===== config.mk =====
export PLATFORM = sky130hd
export DESIGN_NAME = bounded_array_table_engine
export DESIGN_NICKNAME = d
export VERILOG_FILES = /design/src/hw/rtl/bat_pkg.sv /design/src/hw/rtl/bat_front.sv /design/src/hw/rtl/bat_fifo.sv /design/src/hw/rtl/bat_back.sv /design/src/hw/rtl/bounded_array_table_engine.sv
export VERILOG_INCLUDE_DIRS = /design/src /design/src/hw/rtl
export SDC_FILE = /design/constraint.sdc
export NUM_CORES = 1
export LEC_CHECK = 0
export ABC_AREA = 1
export BUFFER_PORTS_ARGS = -buffer_cell sky130_fd_sc_hd__buf_2
export CORE_MARGIN = 5
export CORE_UTILIZATION = 50
export DETAILED_ROUTE_END_ITERATION = 8
export PLACE_DENSITY = 0.69
export SYNTH_ARGS = -nofsm -noshare
export SYNTH_HDL_FRONTEND = slang
export SYNTH_SLANG_ARGS = --single-unit

===== constraint.sdc =====
create_clock -name clk -period 9.35 [get_ports clk]
set_input_delay 0.4675 -clock clk [delete_from_list [all_inputs] [get_ports clk]]
set_output_delay 0.4675 -clock clk [all_outputs]
set_load 0.01 [all_outputs]

===== src/hw/rtl/assert_macros.svh =====
`ifndef ASSERT_MACROS_SVH
`define ASSERT_MACROS_SVH

// clocked check, quiet while reset is asserted
`define BAT_ASSERT(lbl, ck, rstn, prop) \
	lbl: assert property (@(posedge ck) disable iff (!rstn) prop) else $error("check failed");

// same check on the block clock and reset
`define BAT_CHECK(lbl, prop) \
	`BAT_ASSERT(lbl, clk, arst_n, prop)

`endif


===== src/hw/rtl/bat_pkg.sv =====
package bat_pkg;

	localparam int DEFAULT_DEPTH = 16;
	localparam int DEFAULT_WORD_WIDTH = 32;

	typedef enum logic [1:0] {
		OP_APPEND = 2'd0,
		OP_DELETE = 2'd1,
		OP_SEARCH = 2'd2,
		OP_SORT   = 2'd3
	} op_t;

	typedef enum logic [2:0] {
		ST_OK       = 3'd0,
		ST_FULL     = 3'd1,
		ST_BADPOS   = 3'd2,
		ST_NOTFOUND = 3'd3,
		ST_EMPTY    = 3'd4
	} status_t;

	typedef struct packed {
		op_t        op;
		logic [3:0] position;
		logic       descending;
	} cmd_t;

endpackage


===== src/hw/rtl/bat_front.sv =====
module bat_front #(
	parameter int WORD_WIDTH = bat_pkg::DEFAULT_WORD_WIDTH
) (
	input  logic                         clk,
	input  logic                         arst_n,
	input  logic                         req_valid,
	output logic                         req_ready,
	input  logic [1:0]                   operation,
	input  logic signed [31:0]           item_value,
	input  logic [3:0]                   position,
	input  logic                         descending,
	output logic                         push_valid,
	input  logic                         push_ready,
	output bat_pkg::cmd_t                push_cmd,
	output logic signed [WORD_WIDTH-1:0] push_key
);

	logic                         valid_s1;
	bat_pkg::cmd_t                cmd_s1;
	logic signed [WORD_WIDTH-1:0] key_s1;

	assign req_ready  = !valid_s1 || push_ready;
	assign push_valid = valid_s1;
	assign push_cmd   = cmd_s1;
	assign push_key   = key_s1;

	always_ff @(posedge clk or negedge arst_n) begin
		if (!arst_n) begin
			valid_s1 <= 1'b0;
		end else if (req_ready) begin
			valid_s1 <= req_valid;
		end
	end

	always_ff @(posedge clk) begin
		if (req_valid && req_ready) begin
			cmd_s1.op         <= bat_pkg::op_t'(operation);
			cmd_s1.position   <= position;
			cmd_s1.descending <= descending;
			key_s1            <= WORD_WIDTH'(item_value);
		end
	end

endmodule


===== src/hw/rtl/bat_fifo.sv =====
module bat_fifo #(
	parameter int W = 8
) (
	input  logic         clk,
	input  logic         arst_n,
	input  logic         push_valid,
	output logic         push_ready,
	input  logic [W-1:0] push_data,
	output logic         pop_valid,
	input  logic         pop_ready,
	output logic [W-1:0] pop_data
);

	logic [W-1:0] slot_q [2];
	logic         wptr_q;
	logic         rptr_q;
	logic [1:0]   count_q;
	logic         do_push;
	logic         do_pop;

	assign push_ready = count_q != 2'd2;
	assign pop_valid  = count_q != 2'd0;
	assign pop_data   = slot_q[rptr_q];
	assign do_push    = push_valid && push_ready;
	assign do_pop     = pop_valid && pop_ready;

	always_ff @(posedge clk or negedge arst_n) begin
		if (!arst_n) begin
			wptr_q  <= 1'b0;
			rptr_q  <= 1'b0;
			count_q <= 2'd0;
		end else begin
			if (do_push) begin
				wptr_q <= !wptr_q;
			end
			if (do_pop) begin
				rptr_q <= !rptr_q;
			end
			count_q <= count_q + {1'b0, do_push} - {1'b0, do_pop};
		end
	end

	always_ff @(posedge clk) begin
		if (do_push) begin
			slot_q[wptr_q] <= push_data;
		end
	end

endmodule


===== src/hw/rtl/bat_back.sv =====
module bat_back #(
	parameter int DEPTH      = bat_pkg::DEFAULT_DEPTH,
	parameter int WORD_WIDTH = bat_pkg::DEFAULT_WORD_WIDTH
) (
	input  logic                         clk,
	input  logic                         arst_n,
	input  logic                         cmd_valid,
	output logic                         cmd_ready,
	input  bat_pkg::cmd_t                cmd,
	input  logic signed [WORD_WIDTH-1:0] cmd_key,
	output logic                         res_valid,
	input  logic                         res_ready,
	output logic [2:0]                   status,
	output logic [3:0]                   entry_index,
	output logic signed [31:0]           entry_value,
	output logic [4:0]                   entry_count,
	output logic                         last_result
);

	localparam int IW = (DEPTH > 1) ? $clog2(DEPTH) : 1;
	localparam int CW = $clog2(DEPTH + 1);

	typedef enum logic [11:0] {
		S_IDLE = 12'b000000000001,
		S_ONE  = 12'b000000000010,
		S_DRD  = 12'b000000000100,
		S_DWR  = 12'b000000001000,
		S_SRD  = 12'b000000010000,
		S_SCMP = 12'b000000100000,
		S_OI   = 12'b000001000000,
		S_OLD  = 12'b000010000000,
		S_IRD  = 12'b000100000000,
		S_ICMP = 12'b001000000000,
		S_PRD  = 12'b010000000000,
		S_PEM  = 12'b100000000000
	} state_t;

	logic signed [WORD_WIDTH-1:0] mem [DEPTH];
	logic signed [WORD_WIDTH-1:0] rd_data_q;

	state_t                       state_q;
	logic [CW-1:0]                fill_q;
	logic [CW-1:0]                i_q;
	logic [CW-1:0]                j_q;
	logic [CW-1:0]                ip1;
	logic signed [WORD_WIDTH-1:0] key_q;
	logic signed [WORD_WIDTH-1:0] cur_q;
	logic                         desc_q;
	logic                         pend_q;
	logic [3:0]                   pend_idx_q;
	bat_pkg::status_t             status_q;
	logic [3:0]                   idx_q;

	logic                         mem_we;
	logic [IW-1:0]                mem_waddr;
	logic signed [WORD_WIDTH-1:0] mem_wdata;
	logic                         mem_re;
	logic [IW-1:0]                mem_raddr;

	logic                         slot_free;
	logic                         emit;
	bat_pkg::status_t             e_status;
	logic [3:0]                   e_idx;
	logic signed [31:0]           e_val;
	logic                         e_last;
	logic                         match;
	logic                         swap;

	logic                         res_valid_q;
	bat_pkg::status_t             res_status_q;
	logic [3:0]                   res_idx_q;
	logic signed [31:0]           res_val_q;
	logic [4:0]                   res_count_q;
	logic                         res_last_q;

	assign ip1       = i_q + CW'(1);
	assign slot_free = !res_valid_q || res_ready;
	assign match     = rd_data_q == key_q;
	assign swap      = desc_q ? (cur_q < rd_data_q) : (rd_data_q < cur_q);
	assign cmd_ready = state_q == S_IDLE;

	assign res_valid   = res_valid_q;
	assign status      = res_status_q;
	assign entry_index = res_idx_q;
	assign entry_value = res_val_q;
	assign entry_count = res_count_q;
	assign last_result = res_last_q;

	always_ff @(posedge clk) begin
		if (mem_we) begin
			mem[mem_waddr] <= mem_wdata;
		end
		if (mem_re) begin
			rd_data_q <= mem[mem_raddr];
		end
	end

	always_comb begin
		mem_we    = 1'b0;
		mem_waddr = '0;
		mem_wdata = cmd_key;
		mem_re    = 1'b0;
		mem_raddr = '0;
		emit      = 1'b0;
		e_status  = bat_pkg::ST_OK;
		e_idx     = 4'd0;
		e_val     = '0;
		e_last    = 1'b1;
		case (state_q)
			S_IDLE: begin
				if (cmd_valid && cmd.op == bat_pkg::OP_APPEND && int'(fill_q) < DEPTH) begin
					mem_we    = 1'b1;
					mem_waddr = fill_q[IW-1:0];
				end
			end
			S_ONE: begin
				emit     = slot_free;
				e_status = status_q;
				e_idx    = idx_q;
			end
			S_DRD: begin
				if (ip1 < fill_q) begin
					mem_re    = 1'b1;
					mem_raddr = ip1[IW-1:0];
				end
			end
			S_DWR: begin
				mem_we    = 1'b1;
				mem_waddr = i_q[IW-1:0];
				mem_wdata = rd_data_q;
			end
			S_SRD, S_PRD: begin
				if (i_q < fill_q) begin
					mem_re    = 1'b1;
					mem_raddr = i_q[IW-1:0];
				end
			end
			S_SCMP: begin
				if (match && pend_q) begin
					emit   = slot_free;
					e_idx  = pend_idx_q;
					e_last = 1'b0;
				end
			end
			S_OI: begin
				if (ip1 < fill_q) begin
					mem_re    = 1'b1;
					mem_raddr = i_q[IW-1:0];
				end
			end
			S_IRD: begin
				if (j_q < fill_q) begin
					mem_re    = 1'b1;
					mem_raddr = j_q[IW-1:0];
				end else begin
					mem_we    = 1'b1;
					mem_waddr = i_q[IW-1:0];
					mem_wdata = cur_q;
				end
			end
			S_ICMP: begin
				if (swap) begin
					mem_we    = 1'b1;
					mem_waddr = j_q[IW-1:0];
					mem_wdata = cur_q;
				end
			end
			S_PEM: begin
				emit   = slot_free;
				e_idx  = 4'(i_q);
				e_val  = 32'(rd_data_q);
				e_last = ip1 == fill_q;
			end
			default: begin
			end
		endcase
	end

	always_ff @(posedge clk or negedge arst_n) begin
		if (!arst_n) begin
			state_q     <= S_IDLE;
			fill_q      <= '0;
			pend_q      <= 1'b0;
			res_valid_q <= 1'b0;
		end else begin
			if (emit) begin
				res_valid_q <= 1'b1;
			end else if (res_ready) begin
				res_valid_q <= 1'b0;
			end
			case (state_q)
				S_IDLE: begin
					if (cmd_valid) begin
						pend_q <= 1'b0;
						case (cmd.op)
							bat_pkg::OP_APPEND: begin
								if (int'(fill_q) < DEPTH) begin
									fill_q <= fill_q + CW'(1);
								end
								state_q <= S_ONE;
							end
							bat_pkg::OP_DELETE: begin
								if (int'(cmd.position) >= int'(fill_q)) begin
									state_q <= S_ONE;
								end else begin
									state_q <= S_DRD;
								end
							end
							bat_pkg::OP_SEARCH: begin
								state_q <= S_SRD;
							end
							default: begin
								if (fill_q == '0) begin
									state_q <= S_ONE;
								end else begin
									state_q <= S_OI;
								end
							end
						endcase
					end
				end
				S_ONE: begin
					if (slot_free) begin
						state_q <= S_IDLE;
					end
				end
				S_DRD: begin
					if (ip1 < fill_q) begin
						state_q <= S_DWR;
					end else begin
						fill_q  <= fill_q - CW'(1);
						state_q <= S_ONE;
					end
				end
				S_DWR: begin
					state_q <= S_DRD;
				end
				S_SRD: begin
					if (i_q < fill_q) begin
						state_q <= S_SCMP;
					end else begin
						state_q <= S_ONE;
					end
				end
				S_SCMP: begin
					if (!(match && pend_q && !slot_free)) begin
						if (match) begin
							pend_q <= 1'b1;
						end
						state_q <= S_SRD;
					end
				end
				S_OI: begin
					if (ip1 < fill_q) begin
						state_q <= S_OLD;
					end else begin
						state_q <= S_PRD;
					end
				end
				S_OLD: begin
					state_q <= S_IRD;
				end
				S_IRD: begin
					if (j_q < fill_q) begin
						state_q <= S_ICMP;
					end else begin
						state_q <= S_OI;
					end
				end
				S_ICMP: begin
					state_q <= S_IRD;
				end
				S_PRD: begin
					state_q <= S_PEM;
				end
				S_PEM: begin
					if (slot_free) begin
						if (ip1 == fill_q) begin
							state_q <= S_IDLE;
						end else begin
							state_q <= S_PRD;
						end
					end
				end
				default: begin
					state_q <= S_IDLE;
				end
			endcase
		end
	end

	always_ff @(posedge clk) begin
		if (emit) begin
			res_status_q <= e_status;
			res_idx_q    <= e_idx;
			res_val_q    <= e_val;
			res_count_q  <= 5'(fill_q);
			res_last_q   <= e_last;
		end
		case (state_q)
			S_IDLE: begin
				key_q  <= cmd_key;
				desc_q <= cmd.descending;
				idx_q  <= 4'd0;
				i_q    <= '0;
				case (cmd.op)
					bat_pkg::OP_APPEND: begin
						status_q <= (int'(fill_q) < DEPTH) ? bat_pkg::ST_OK : bat_pkg::ST_FULL;
					end
					bat_pkg::OP_DELETE: begin
						status_q <= bat_pkg::ST_BADPOS;
						i_q      <= CW'(cmd.position);
					end
					bat_pkg::OP_SEARCH: begin
						status_q <= bat_pkg::ST_NOTFOUND;
					end
					default: begin
						status_q <= bat_pkg::ST_EMPTY;
					end
				endcase
			end
			S_DRD: begin
				status_q <= bat_pkg::ST_OK;
			end
			S_DWR: begin
				i_q <= ip1;
			end
			S_SRD: begin
				if (pend_q) begin
					status_q <= bat_pkg::ST_OK;
					idx_q    <= pend_idx_q;
				end
			end
			S_SCMP: begin
				if (!(match && pend_q && !slot_free)) begin
					if (match) begin
						pend_idx_q <= 4'(i_q);
					end
					i_q <= ip1;
				end
			end
			S_OI: begin
				if (ip1 < fill_q) begin
					j_q <= ip1;
				end else begin
					i_q <= '0;
				end
			end
			S_OLD: begin
				cur_q <= rd_data_q;
			end
			S_IRD: begin
				if (j_q >= fill_q) begin
					i_q <= ip1;
				end
			end
			S_ICMP: begin
				if (swap) begin
					cur_q <= rd_data_q;
				end
				j_q <= j_q + CW'(1);
			end
			S_PEM: begin
				if (slot_free) begin
					i_q <= ip1;
				end
			end
			default: begin
			end
		endcase
	end

endmodule


===== src/hw/rtl/bounded_array_table_engine.sv =====
// Table of up to DEPTH signed words, one request at a time. A request passes
// through a front register, then a two-entry command queue, to the back end.
// Append and every error reply give a single result; delete reads and writes
// back each entry shifted down; search reads and compares each held entry;
// sort runs a pairwise exchange pass through the table memory, then reads out
// and emits the entries one at a time. The table memory has a single read
// port and a single write port. A stalled result holds the back end; the
// queue and front stage keep taking requests until their three slots are full.
`include "assert_macros.svh"

module bounded_array_table_engine #(
	parameter int DEPTH      = bat_pkg::DEFAULT_DEPTH,
	parameter int WORD_WIDTH = bat_pkg::DEFAULT_WORD_WIDTH
) (
	input  logic               clk,
	input  logic               arst_n,
	input  logic               req_valid,
	output logic               req_ready,
	input  logic [1:0]         operation,
	input  logic signed [31:0] item_value,
	input  logic [3:0]         position,
	input  logic               descending,
	output logic               res_valid,
	input  logic               res_ready,
	output logic [2:0]         status,
	output logic [3:0]         entry_index,
	output logic signed [31:0] entry_value,
	output logic [4:0]         entry_count,
	output logic               last_result
);

	localparam int CMDW = $bits(bat_pkg::cmd_t);
	localparam int QW   = CMDW + WORD_WIDTH;

	logic                         push_valid;
	logic                         push_ready;
	bat_pkg::cmd_t                push_cmd;
	logic signed [WORD_WIDTH-1:0] push_key;
	logic                         pop_valid;
	logic                         pop_ready;
	logic [QW-1:0]                pop_data;
	bat_pkg::cmd_t                pop_cmd;
	logic signed [WORD_WIDTH-1:0] pop_key;

	assign pop_cmd = bat_pkg::cmd_t'(pop_data[QW-1:WORD_WIDTH]);
	assign pop_key = pop_data[WORD_WIDTH-1:0];

	bat_front #(
		.WORD_WIDTH(WORD_WIDTH)
	) u_front (
		.clk        (clk),
		.arst_n     (arst_n),
		.req_valid  (req_valid),
		.req_ready  (req_ready),
		.operation  (operation),
		.item_value (item_value),
		.position   (position),
		.descending (descending),
		.push_valid (push_valid),
		.push_ready (push_ready),
		.push_cmd   (push_cmd),
		.push_key   (push_key)
	);

	bat_fifo #(
		.W(QW)
	) u_fifo (
		.clk        (clk),
		.arst_n     (arst_n),
		.push_valid (push_valid),
		.push_ready (push_ready),
		.push_data  ({push_cmd, push_key}),
		.pop_valid  (pop_valid),
		.pop_ready  (pop_ready),
		.pop_data   (pop_data)
	);

	bat_back #(
		.DEPTH      (DEPTH),
		.WORD_WIDTH (WORD_WIDTH)
	) u_back (
		.clk         (clk),
		.arst_n      (arst_n),
		.cmd_valid   (pop_valid),
		.cmd_ready   (pop_ready),
		.cmd         (pop_cmd),
		.cmd_key     (pop_key),
		.res_valid   (res_valid),
		.res_ready   (res_ready),
		.status      (status),
		.entry_index (entry_index),
		.entry_value (entry_value),
		.entry_count (entry_count),
		.last_result (last_result)
	);

	`BAT_CHECK(a_err_is_last, res_valid && status != bat_pkg::ST_OK |-> last_result)
	`BAT_CHECK(a_status_known, res_valid |-> status <= bat_pkg::ST_EMPTY)
	`BAT_CHECK(a_count_bound, res_valid |-> 32'(entry_count) <= DEPTH)

endmodule


==> impl_metrics.ini, run 1 <==
[floorplan]
die_w_um = 276
ios = 90
rows = 97
start_util_pct = 50.5
coreArea_um2 = 70300
die_area_um2 = 76400
fp.dieH_um = 276

[sta]
fmax_mhz = 190
tns_ps = 0
finalCritPeriodShare_pct = 56.4
max_slew_margin_pct = 22.2
layout_setup_ws_ps = 4080
report.final.slew_viol_count = 0
rsz0062_at_grt = no
timing_hold_violations_final = 0
finClkSkew_ps = 33.4
setup_violations = 0
worstMarginPinSlew_ps = 1160
period_minus_slack_ps = 5270

[yosys]
netlist_area_um2 = 35500
synth_top_family_by_area = simple AND/OR/NAND/NOR gates
yosysSeqAreaShare_pct = 68.7
synth_area_per_cell_um2 = 12.0
synth_cells = 2963
ys_types = 55
synth_edf_count = 792
synthTopCellsByArea = edfxtp_1, nand2_1, nand3_1, inv_1, o211ai_1
ys.flop_type = edfxtp_1
synth_compound_area_share_pct = 4.93
synth_largest_area_cell = edfxtp_1
async_flop_share_pct = 2.94
synth.most_common_cell = edfxtp_1
ys_warn_count = 0
synth_commonest_cells = edfxtp_1, nand2_1, nand3_1
synthAdderAreaFrac_pct = 2.24
ys_ff_latch = 816
synthSimpleGateAreaFrac_pct = 16.9
muxShareOfSynthArea_pct = 0.0282
netlist.area_leader.share_pct = 67.0
syn_nets = 3069
synthXorXnorAreaFrac_pct = 0.790

[drt]
drt_iter0_drc = 2580
wl_per_cell_um = 22.7
detail-route-antenna-nets = 0
routed.top_layer = met4
wl_met2_um = 43200
route.detailed.drc = 0
met1_length_um = 36800
viasPerCell = 5.65
wl_met3_um = 7890
vias = 23000
routed_wl_um = 92400
first_pass_iters = 6

[global_routing]
grt_pass1_vias = 22600
track_usage_pct = 23.5
gr-total-overflow = 0
antenna_found_initial = 0
grt_max_degree = 147
grt_first_pass_wirelength_um = 138000

[pwr]
peakVddDrop_mv = 0.221
pwr_density_cell_nw_per_um2 = 290
p_leak_nw = 15.0

[setup_path]
arrival_ps = 5650
reg2reg_from = u_back.i_q[0]
crit_type = reg2reg
cp-start-kind = register
ff2ff_path_depth = 18
path_max_fanout = 146
endpoint_kind = register
r2r_setup_slack_ps = 4080
r2r-end = u_back.rd_data_q[28]
cp-startpoint = u_back.i_q[0]
required_ps = 9730

[hold_path]
hp-class = in2reg
hold_depth = 3
min_from = req_valid
holdPathEnd = u_front.push_valid

[status]
status = complete, no violations

[clock_tree]
cts_tree = done
root_buffer = clkbuf_16
cts_setup_buffers = 0
worstSkewPairLatency_ps = 650
cts-htree-levels = 3
cts_buffer_depth = 3
cts_num_sinks = 816
cts_made_buffers = 84
clk_pin_slew_ps = 60

[placement]
dp_worst_setup_slack_ps = 4200
gp_congestion = 0.897
place_area_um2 = 36800
hpwlAfterDp_um = 53500
numPortBuffers = 89

[flow_run]
cap_violations = 0

[finish]
final_cell_area_um2 = 40000
drive_above_1_share_pct = 10.2
diodes = 0
fillers = 5584
syn_to_final_growth_pct = 12.6
final_nets = 3179
## repair_timing
item,4_1_cts,5_1_grt
resized for setup,0,0
hold buffers,40,0
hold endpoints to repair,62,0
## layer usage
metal	global-route usage [%]	vias up
met5	0	-
li1	-	10600
met1	31.2	11200
met3	4.28	207
met4	11.5	0
met2	37.8	1071
## report_power, final
group          internal [mW]  switching [mW]  total (mW)
Sequential              5.15           0.250        5.40
Combinational          0.693            2.19        2.88
Clock                   1.91            1.41        3.32
Total                   7.75            3.85        11.6
## metrics by stage
step / power, mW / instances / hold slack, ps / utilization, %
6_report: 11.6 / 4081 / 75.9 / 56.9
5_1_grt: 12.1 / 4081 / 71.4 / 56.9
4_1_cts: 11.6 / 4081 / 39.0 / 56.9
3_5_place_dp: 8.30 / 3887 / 433 / 52.4
3_3_place_gp: 8.18 / 3887 / 435 / 52.4
2_1_floorplan: 7.17 / 2963 / 172 / -
## worst max-delay path by stage
stage / cells after the start / slack, ps / endpoint
6_report: 18 / 4080 / u_back.rd_data_q[28]
5_1_grt: 19 / 3670 / u_back.rd_data_q[28]
4_1_cts: 19 / 4110 / u_back.rd_data_q[0]
3_5_place_dp: 19 / 4200 / u_back.rd_data_q[30]
3_3_place_gp: 19 / 4280 / u_back.rd_data_q[27]
2_1_floorplan: 14 / 5450 / u_back.mem[1][0]
## kinds of logic (layout without fill, tap and decap cells)
logic type,count (synthesis),after routing
simple gates,1270,1270
flops,816,816
buf+inv,530,708
compound gates,251,251
fa+ha+maj,63,63
xor+xnor,32,32
mux,1,1
## worst max-delay path, cell delays in order, from the launching register on
cell      delay [ps]
edfxtp_1         550
ha_1             300
nand3_1          100
xor2_1           280
inv_1             80
ha_1             300
nand2_1           80
or2_0            220
nand3_1          260
nor2_4           100
nand2_1           70
nand2_1           90
inv_4            450
nand2_8          600
buf_4            630
o211ai_1         340
nand3_1          150
nand3_1          140
nand2_1           70
## flip-flops by register name, indices dropped and copies added (netlist names), 2 cells and up
name	flops
u_front.push_key	32
u_back.status_q	3
u_back.fill_q	5
u_back.entry_value	32
u_front.push_cmd	7
u_fifo.count_q	2
u_back.entry_index	4
u_back.rd_data_q	32
u_back.entry_count	5
u_back.state_q	12
u_back.i_q	5
u_back.mem	512
u_back.idx_q	4
u_back.cur_q	32
u_fifo.slot_q	78
u_back.pend_idx_q	4
u_back.status	3
u_back.j_q	5
u_back.key_q	32
## final cells by class
| type | instances | area, µm² | share of cell area (%) |
|---|---|---|---|
| clock inverters | 46 | 523 | 1.31 |
| multi-input cells | 1617 | 9040 | 22.6 |
| flip-flops and latches | 816 | 24400 | 61.0 |
| inverters | 386 | 1460 | 3.65 |
| repair buffers | 168 | 1150 | 2.88 |
| clock buffers | 108 | 2230 | 5.59 |
| well taps | 940 | 1180 | 2.94 |
## placed cells by master (no fill, tap or decap), types with 10 or more instances in the layout
master / Yosys / routed
o21ai_0: 27 / 26
xor2_1: 10 / 10
nand3b_1: 129 / 129
nor2_1: 86 / 68
dlygate4sd3_1: 0 / 40
clkbuf_16: 0 / 85
buf_4: 27 / 38
clkinv_1: 2 / 13
nand2_1: 593 / 593
a22oi_1: 35 / 35
buf_2: 67 / 89
clkbuf_1: 26 / 21
clkinv_2: 0 / 19
nand3_1: 391 / 389
ha_1: 62 / 62
edfxtp_1: 792 / 792
or2_2: 13 / 13
nor3_1: 11 / 11
dfrtp_1: 23 / 23
nand4_1: 22 / 22
a21oi_1: 33 / 32
inv_1: 377 / 376
o211ai_1: 132 / 132
nor2_4: 7 / 25
xnor2_1: 22 / 22
Power figures use the tool's default switching activity.
==> inputs of run 2 (changes only) <==
- clock period: 9.35 -> 5.3 ns (I/O delays scaled with it)
==> run 2 against run 1 <==
Sequential power rose by 76%. Clock power rose by 75%. Clock skew fell by 14 ps. Critical path type unchanged.
==> impl_metrics.ini, run 2 (synthesis results as in run 1) <==
[finish]
final_nets = 3182
regMostFlops = u_back.mem
fillers = 5525
final_core_utilization_pct = 57.0
drive_above_1_share_pct = 9.99
final_cell_area_um2 = 40100
largestRegisters = u_back.mem (512), u_fifo.slot_q (78)
largest_register_ffs = 512
diodes = 0
final_common_cell = edfxtp_1
syn_to_final_growth_pct = 12.9
fin_cells = 4084
final_cell_mix = edfxtp_1, nand2_1, nand3_1, inv_1, o211ai_1

[clock_tree]
cts_setup_buffers = 0
clk_pin_slew_ps = 60
cts_resized = 0
hold_buffers = 42
cts-htree-levels = 3
root_buffer = clkbuf_16
worstSkewPairLatency_ps = 640
cts_buffer_depth = 3
cts_made_buffers = 82
cts_tree = done
cts_num_sinks = 816

[drt]
wl_per_cell_um = 22.9
viasPerCell = 5.75
vias = 23500
drt_iter0_drc = 2681
route.detailed.drc = 0
detail-route-antenna-nets = 0
first_pass_iters = 6
routed_wl_um = 93500

[setup_path]
crit_type = reg2reg
path_max_fanout = 66
arrival_ps = 5170
cp-start-kind = register
required_ps = 5790
endpoint_kind = register

[sta]
period_minus_slack_ps = 4690
timing_hold_violations_final = 0
worstMarginPinSlew_ps = 1370
setup_violations = 0
max_slew_margin_pct = 8.52
tns_ps = 0
finClkSkew_ps = 19.4
finalCritPeriodShare_pct = 88.4
report.final.slew_viol_count = 0
layout_setup_ws_ps = 615
fmax_mhz = 213
rsz0062_at_grt = no

[pwr]
p_leak_nw = 15.0
pwr_density_cell_nw_per_um2 = 509
peakVddDrop_mv = 0.535

[global_routing]
grt_max_degree = 129
gr-total-overflow = 0
track_usage_pct = 24.0
grt_first_pass_wirelength_um = 141000
grt_pass1_vias = 23100
antenna_found_initial = 0

[floorplan]
start_util_pct = 50.5
rows = 97
coreArea_um2 = 70300
fp.dieH_um = 276
die_w_um = 276
ios = 90
die_area_um2 = 76400

[placement]
dp_worst_setup_slack_ps = 727
gp_congestion = 0.969
numPortBuffers = 89
place_area_um2 = 37000
placed_cells = 3890
hpwlAfterDp_um = 53600

[status]
status = complete, no violations

[flow_run]
cap_violations = 0

[hold_path]
hp-class = in2async
## run 2: cell type report
cell class              instances  area [µm²]  share of cell area [%]
clock buffers                 111        2210                    5.52
multi-input cells            1617        9030                    22.5
flip-flops and latches        816       24400                    60.9
repair buffers                173        1330                    3.32
clock inverters                41         480                    1.20
inverters                     386        1460                    3.64
well taps                     940        1180                    2.94
## run 2: routing by layer
metal	part of all wire (%)	track usage [%]
met1	39	32.0
met2	47	39.1
met3	8.3	3.70
met4	5.0	11.1
met5	0	0
## run 2: metrics by stage
stage	power, mW	hold WS [ps]
4_1_cts	20.4	128
3_5_place_dp	14.7	285
6_report	20.4	156
2_1_floorplan	12.6	-30.6
3_3_place_gp	14.5	274
5_1_grt	21.3	201
## run 2: final timing paths
check,from,slack [ps],end,cells past startpoint
max in group asynchronous,arst_n,4750,u_back.pend_q,2
max reg2reg,u_back.i_q[1],610,u_back.rd_data_q[21],16
max,u_back.i_q[1],610,u_back.rd_data_q[21],16
min,arst_n,160,u_fifo.rptr_q,2
min in group clk,item_value[19],340,u_front.push_key[19],2
min reg2reg,u_front.push_cmd[4],440,u_fifo.slot_q[1][36],0
## run 2: worst max-delay path, stage by stage (launching register included)
cell and delay (ps):
edfxtp_1 640, ha_1 290, xor2_1 470, ha_1 340
a21oi_1 200, or2_0 130, nand3_1 210, nor2_2 240
a21oi_2 100, inv_2 120, nand2_1 100, nand3_4 270
buf_4 690, o211ai_1 250, nand3_1 150, nand3_1 90
nand2_1 160
## run 2: where the power goes
part	internal, mW	switching (mW)	leakage [nW]
logic	1.25	3.84	6.15
clock network	3.35	2.44	1.31
registers	9.09	0.441	7.55
total	13.7	6.72	15.0
